## src/key_nonce_reuse_detector_core_defines.svh

```systemverilog
// assertion helpers used by knrd_dp
`ifndef KEY_NONCE_REUSE_DETECTOR_CORE_DEFINES_SVH
`define KEY_NONCE_REUSE_DETECTOR_CORE_DEFINES_SVH

// property that must hold on every clock edge out of reset
`define KNRD_ASSERT(lbl, prop, msg) \
  lbl: assert property (@(posedge clk) disable iff (!rst_n) (prop)) else $error(msg);

// antecedent in one cycle implies consequent in the next
`define KNRD_ASSERT_NEXT(lbl, ante, cons, msg) \
  lbl: assert property (@(posedge clk) disable iff (!rst_n) (ante) |=> (cons)) else $error(msg);

`endif

```

## src/knrd_pkg.sv

```systemverilog
package knrd_pkg;

  localparam int HIST_DEPTH = 1024;
  localparam int SLOT_W     = $clog2(HIST_DEPTH);
  localparam int CNT_W      = SLOT_W + 1;
  localparam int KEY_W      = 256;
  localparam int NONCE_W    = 96;
  localparam int PAIR_W     = KEY_W + NONCE_W;

  typedef logic [PAIR_W-1:0] pair_t;

  typedef enum logic [1:0] {
    ST_IDLE,
    ST_SCAN,
    ST_APPEND,
    ST_REPORT
  } state_t;

  // controller to datapath
  typedef struct packed {
    logic capture;
    logic scan;
    logic append;
    logic load_out;
  } dp_cmd_t;

  // datapath to controller
  typedef struct packed {
    logic enabled;
    logic issue_done;
    logic rd_pending;
    logic hit;
    logic out_free;
  } dp_sts_t;

endpackage

```

## src/knrd_ctrl.sv

```systemverilog
module knrd_ctrl
  import knrd_pkg::*;
(
  input  logic    clk,
  input  logic    rst_n,
  input  logic    in_valid,
  input  logic    cfg_valid,
  input  dp_sts_t sts,
  output dp_cmd_t cmd,
  output logic    in_stall,
  output logic    cfg_ready
);

  state_t state_r;
  state_t state_nxt;

  always_ff @(posedge clk) begin
    if (!rst_n) begin
      state_r <= ST_IDLE;
    end else begin
      state_r <= state_nxt;
    end
  end

  always_comb begin
    state_nxt = state_r;
    case (state_r)
      ST_IDLE: begin
        if (in_valid && !cfg_valid) begin
          state_nxt = sts.enabled ? ST_SCAN : ST_REPORT;
        end
      end
      ST_SCAN: begin
        if (sts.hit) begin
          state_nxt = ST_REPORT;
        end else if (sts.issue_done && !sts.rd_pending) begin
          state_nxt = ST_APPEND;
        end
      end
      ST_APPEND: begin
        state_nxt = ST_REPORT;
      end
      ST_REPORT: begin
        if (sts.out_free) begin
          state_nxt = ST_IDLE;
        end
      end
      default: begin
        state_nxt = ST_IDLE;
      end
    endcase
  end

  always_comb begin
    cmd       = '0;
    in_stall  = 1'b1;
    cfg_ready = 1'b0;
    case (state_r)
      ST_IDLE: begin
        // a pending config write goes first, the input waits while cfg_valid is up
        in_stall    = cfg_valid;
        cfg_ready   = 1'b1;
        cmd.capture = in_valid && !cfg_valid;
      end
      ST_SCAN: begin
        cmd.scan = 1'b1;
      end
      ST_APPEND: begin
        cmd.append = 1'b1;
      end
      ST_REPORT: begin
        cmd.load_out = sts.out_free;
      end
      default: begin
        cmd = '0;
      end
    endcase
  end

endmodule

```

## config.mk

```make
export PLATFORM = sky130hd
export DESIGN_NAME = knrd_ctrl
export DESIGN_NICKNAME = d
export VERILOG_FILES = /design/src/key_nonce_reuse_detector_core_defines.svh /design/src/knrd_pkg.sv /design/src/knrd_ctrl.sv
export SDC_FILE = /design/constraint.sdc
export NUM_CORES = 1
export LEC_CHECK = 0
export BUFFER_PORTS_ARGS = -buffer_cell sky130_fd_sc_hd__buf_4
export CAP_MARGIN = 30
export CORE_AREA = 8 8 45 47
export CTS_CLUSTER_DIAMETER = 150
export DETAILED_ROUTE_END_ITERATION = 8
export DIE_AREA = 0 0 53 55
export PLACE_DENSITY = 0.39
export SYNTH_ARGS = -nofsm -noshare
export SYNTH_HDL_FRONTEND = slang
export SYNTH_SLANG_ARGS = --single-unit
```

## constraint.sdc

```tcl
create_clock -name clk -period 1.6 [get_ports clk]
set_input_delay 0.32 -clock clk [delete_from_list [all_inputs] [get_ports clk]]
set_output_delay 0.32 -clock clk [all_outputs]
set_load 0.02 [all_outputs]
```

== Yosys cells after proc, flatten, opt, wreduce, memory -nomap -nowiden ==
Cells that the tools add are included.

* Input bits: 9
* Register bits after elaboration: 2
* Logic and storage cells: 25

* Eq/ne operators: 6
* Multiplexer cells: 12
* Reduce and logical (&&, ||, !) cells: 6

{| class="wikitable"
|+ Operator list
! cell !! number
|-
| $mux 2 || 5
|-
| $pmux 2 s4 || 1
|-
| $mux 1 || 6
|-
| $eq 2x2->1 const B || 2
|-
| $ne 2x2->1 const B || 2
|-
| $ne 3x3->1 const B || 1
|-
| $reduce_and 3->1 || 1
|-
| $eq 2x1->1 const B || 1
|-
| $logic_and 1x1->1 || 2
|-
| $logic_not 1->1 || 2
|-
| $logic_not 2->1 || 1
|}

== Longest topological paths before layout ==
* Word-level depth: 5
* Depth in mapped cells: 5
* Mapped depth without buffers: 5

== Worst setup path after synthesis ==
No wires, ideal clock.

* Path kind: register to output
* Start: register state_r[0]
* End: output port cmd[3] in the netlist's numbering
* Cell stages (with the launch flop): 5
* Path slack: 0.007 ns
* Required time: 1.280 ns
* Arrival: 1.273 ns
* Cell sequence: dfxtp_1 > inv_1 > ha_1 > nand2b_1 > nor2_1

{| class="wikitable"
|+ RTL lines
! what !! line !! text
|-
| start: declaration || knrd_ctrl.sv:14 || <nowiki>state_t state_r;</nowiki>
|-
| start signal: assignment || knrd_ctrl.sv:21 || <nowiki>state_r <= state_nxt;</nowiki>
|-
| end: declaration || knrd_ctrl.sv:9 || <nowiki>output dp_cmd_t cmd,</nowiki>
|}

==> results.cfg <==
[clocking]
cts_tree = done
cts_max_path_buffers = 2
cts_buffers = 3
clk_latency_ns = 0.22
clk_pin_slew_worst_paths_ns = 0.03
cts_root_buffer = clkbuf_4
cts_sinks = 2
htree_levels = 1
cts_hold_buffers = 0

[yosys]
synth.distinct_cells = 13
seq_area_frac_synth = 0.1758
synth-compound-area-share = 0.09890
synth_top_family_by_area = simple AND/OR/NAND/NOR gates
synth_area_sq_um = 227.7
synth_seq_cells = 2
ys_warn_count = 0
avgSynthCellArea_sq_um = 8.133
synthesis.instances = 28
synthAdderAreaFrac = 0.2747
synth_mux_area_frac = 0.08791
synth_fp_nets = 42
synth_xor_area_frac = 0
yosys.area_share.simple = 0.2967

[placement]
port_buffers = 14
gp_congestion = 0.7653
placed_cells = 60
dp_hpwl_microns = 532.2

[floorplan]
die_y_microns = 55
initial_core_util = 0.1646
die_w_microns = 53
pin_count = 15
fp.coreArea_sq_um = 1384
std_cell_rows = 14
die_area_sq_um = 2915

[drt]
detail-route-antenna-nets = 0
avgViaCountPerCell = 3.921
firstDrtPassIters = 4
drc = 0
wirelength_microns = 679
routedWlPerCell_microns = 10.78
drtIter0Drc = 1
vias = 247

[sta]
hold_slack_ns = 0.3834
grt_setup_unrepaired = false
hold_viol = 0
final_max_slew_viol_count = 0
setup_violations = 0
finalSetupTns_ns = 0
timing.final.crit_share = 0.9442
max_clock_freq_mhz = 662.0
slew_headroom = 0.8107
post-route-min-period_ns = 1.511
clock_skew_ns = 0.001857
worst_pin_slew_ns = 0.2839

[run_status]
status = completed

[power_and_ir_drop]
power_frac_clock = 0.160
netSwitchingPower_uw = 286.9
p_sw_frac = 0.4186
pwr-share-seq = 0.171
power_density_nw_per_um2 = 1630
pwr-share-comb = 0.669
ir_drop_mv = 0.6285
p_int_uw = 398.4
leakage_nw = 0.2152

[grt]
antenna_found_initial = 0
grt_pass1_wl_microns = 986
gr-usage-all-layers = 0.04585
grt_overflow_total = 0
grt_max_degree = 7
grt_pass1_vias = 252

[finish]
drive_gt1_frac = 0.5532
nets = 63
diodes = 0
final_common_cell = buf_4
largest_register_ffs = 2
fin_cells = 63
area_growth_pct = 84.62
top_register = state_r
fillers = 158
final_cell_mix = 16 x buf_4, 4 x nor2b_1, 4 x ha_1, 3 x clkbuf_4
reg.largest.list = state_r x2

[job]
drv_cap = 0

[worst_setup_path]
crit_fanout = 5
endpoint_kind = primary output
critical_path_required_ns = 1.28
critPathArrivalTime_ns = 1.19
worstSetupPathType = reg -> out
start_kind = flop

[min_path]
hold_class = in -> reg
==> logic make-up (layout without fill, tap and decap cells) <==
logic type                 after synthesis  after routing
AOI/OAI and AO/OA                        3              3
adders and majority gates                5              5
buffers and inverters                    4             23
DFF                                      2              2
muxes                                    2              2
and+or+nand+nor                         12             12
==> layer usage <==
layer / wire length [microns] / track usage / share of wire / vias to the layer above
met2: 303 / 0.06055 / 0.45 / 12
met4: 0 / 0.03879 / 0 / 0
met1: 261 / 0.05152 / 0.38 / 106
met5: 0 / 0 / 0 / -
met3: 114 / 0.02674 / 0.17 / 0
li1: - / - / - / 129
==> power groups by stage <==
stage	clock network [mW]	logic [mW]	registers, mW
global route	0.123	0.506	0.122
detailed placement	0	0.414	0.103
global placement	0	0.416	0.104
CTS	0.119	0.422	0.112
floorplan	0	0.252	0.0938
finish	0.110	0.459	0.117
==> worst paths after layout <==
check,to,cells past startpoint,slack (ns),from
setup reg to reg,state_r[1],6,0.17,state_r[1]
hold / removal,state_r[1],3,0.38,rst_n
setup / recovery,cmd[3],6,0.09,state_r[1]
hold reg to reg,state_r[1],2,0.50,state_r[1]
==> area by class of cell <==
class	instances	area, sq um	area share
Multi-Input combinational cell	22	195.2	0.4643
Timing Repair Buffer	16	120.1	0.2857
Sequential cell	2	45.04	0.1071
Clock buffer	3	22.52	0.05357
Tap cell	16	20.02	0.04762
Inverter	4	17.52	0.04167
==> Yosys cell counts <==
library cell | instances | area [sq um]
and2_1 | 1 | 6.260
and3_1 | 1 | 6.260
a222oi_1 | 1 | 10.01
o31ai_1 | 1 | 7.510
nand2_1 | 2 | 7.510
nor2_1 | 1 | 3.750
dfxtp_1 | 2 | 40.04
nor2b_1 | 4 | 25.02
ha_1 | 5 | 62.56
mux2i_1 | 2 | 20.02
nand2b_1 | 3 | 18.77
o21ai_0 | 1 | 5.000
inv_1 | 4 | 15.01
==> timing repair <==
item | 4_1_cts | 5_1_grt
setup buffers | 0 | 0
setup endpoints to repair | 3 | 1
hold endpoints to repair | 0 | 0
gates cloned | 0 | 0
gates resized for setup | 5 | 5
pin swaps | 0 | 1
==> critical path, cell delays in order (launching register included) <==
cell and delay [ns]:
dfxtp_2 0.36, inv_2 0.07, ha_4 0.15, buf_4 0.14, nand2b_4 0.07, nor2_2 0.04
buf_4 0.14
==> through the flow <==
stage | instance area (sq um) | worst slack [ns] | utilization | power, mW
floorplan | 227.7 | 0.007080 | - | 0.3459
global placement | 367.9 | 0.1151 | 0.2658 | 0.5197
detailed placement | 367.9 | 0.1062 | 0.2658 | 0.5169
CTS | 397.9 | 0.01699 | 0.2875 | 0.6533
global route | 420.4 | 0.01899 | 0.3038 | 0.7513
finish | 420.4 | 0.08936 | 0.3038 | 0.6853
No activity file was read; power rests on OpenSTA's default activity.
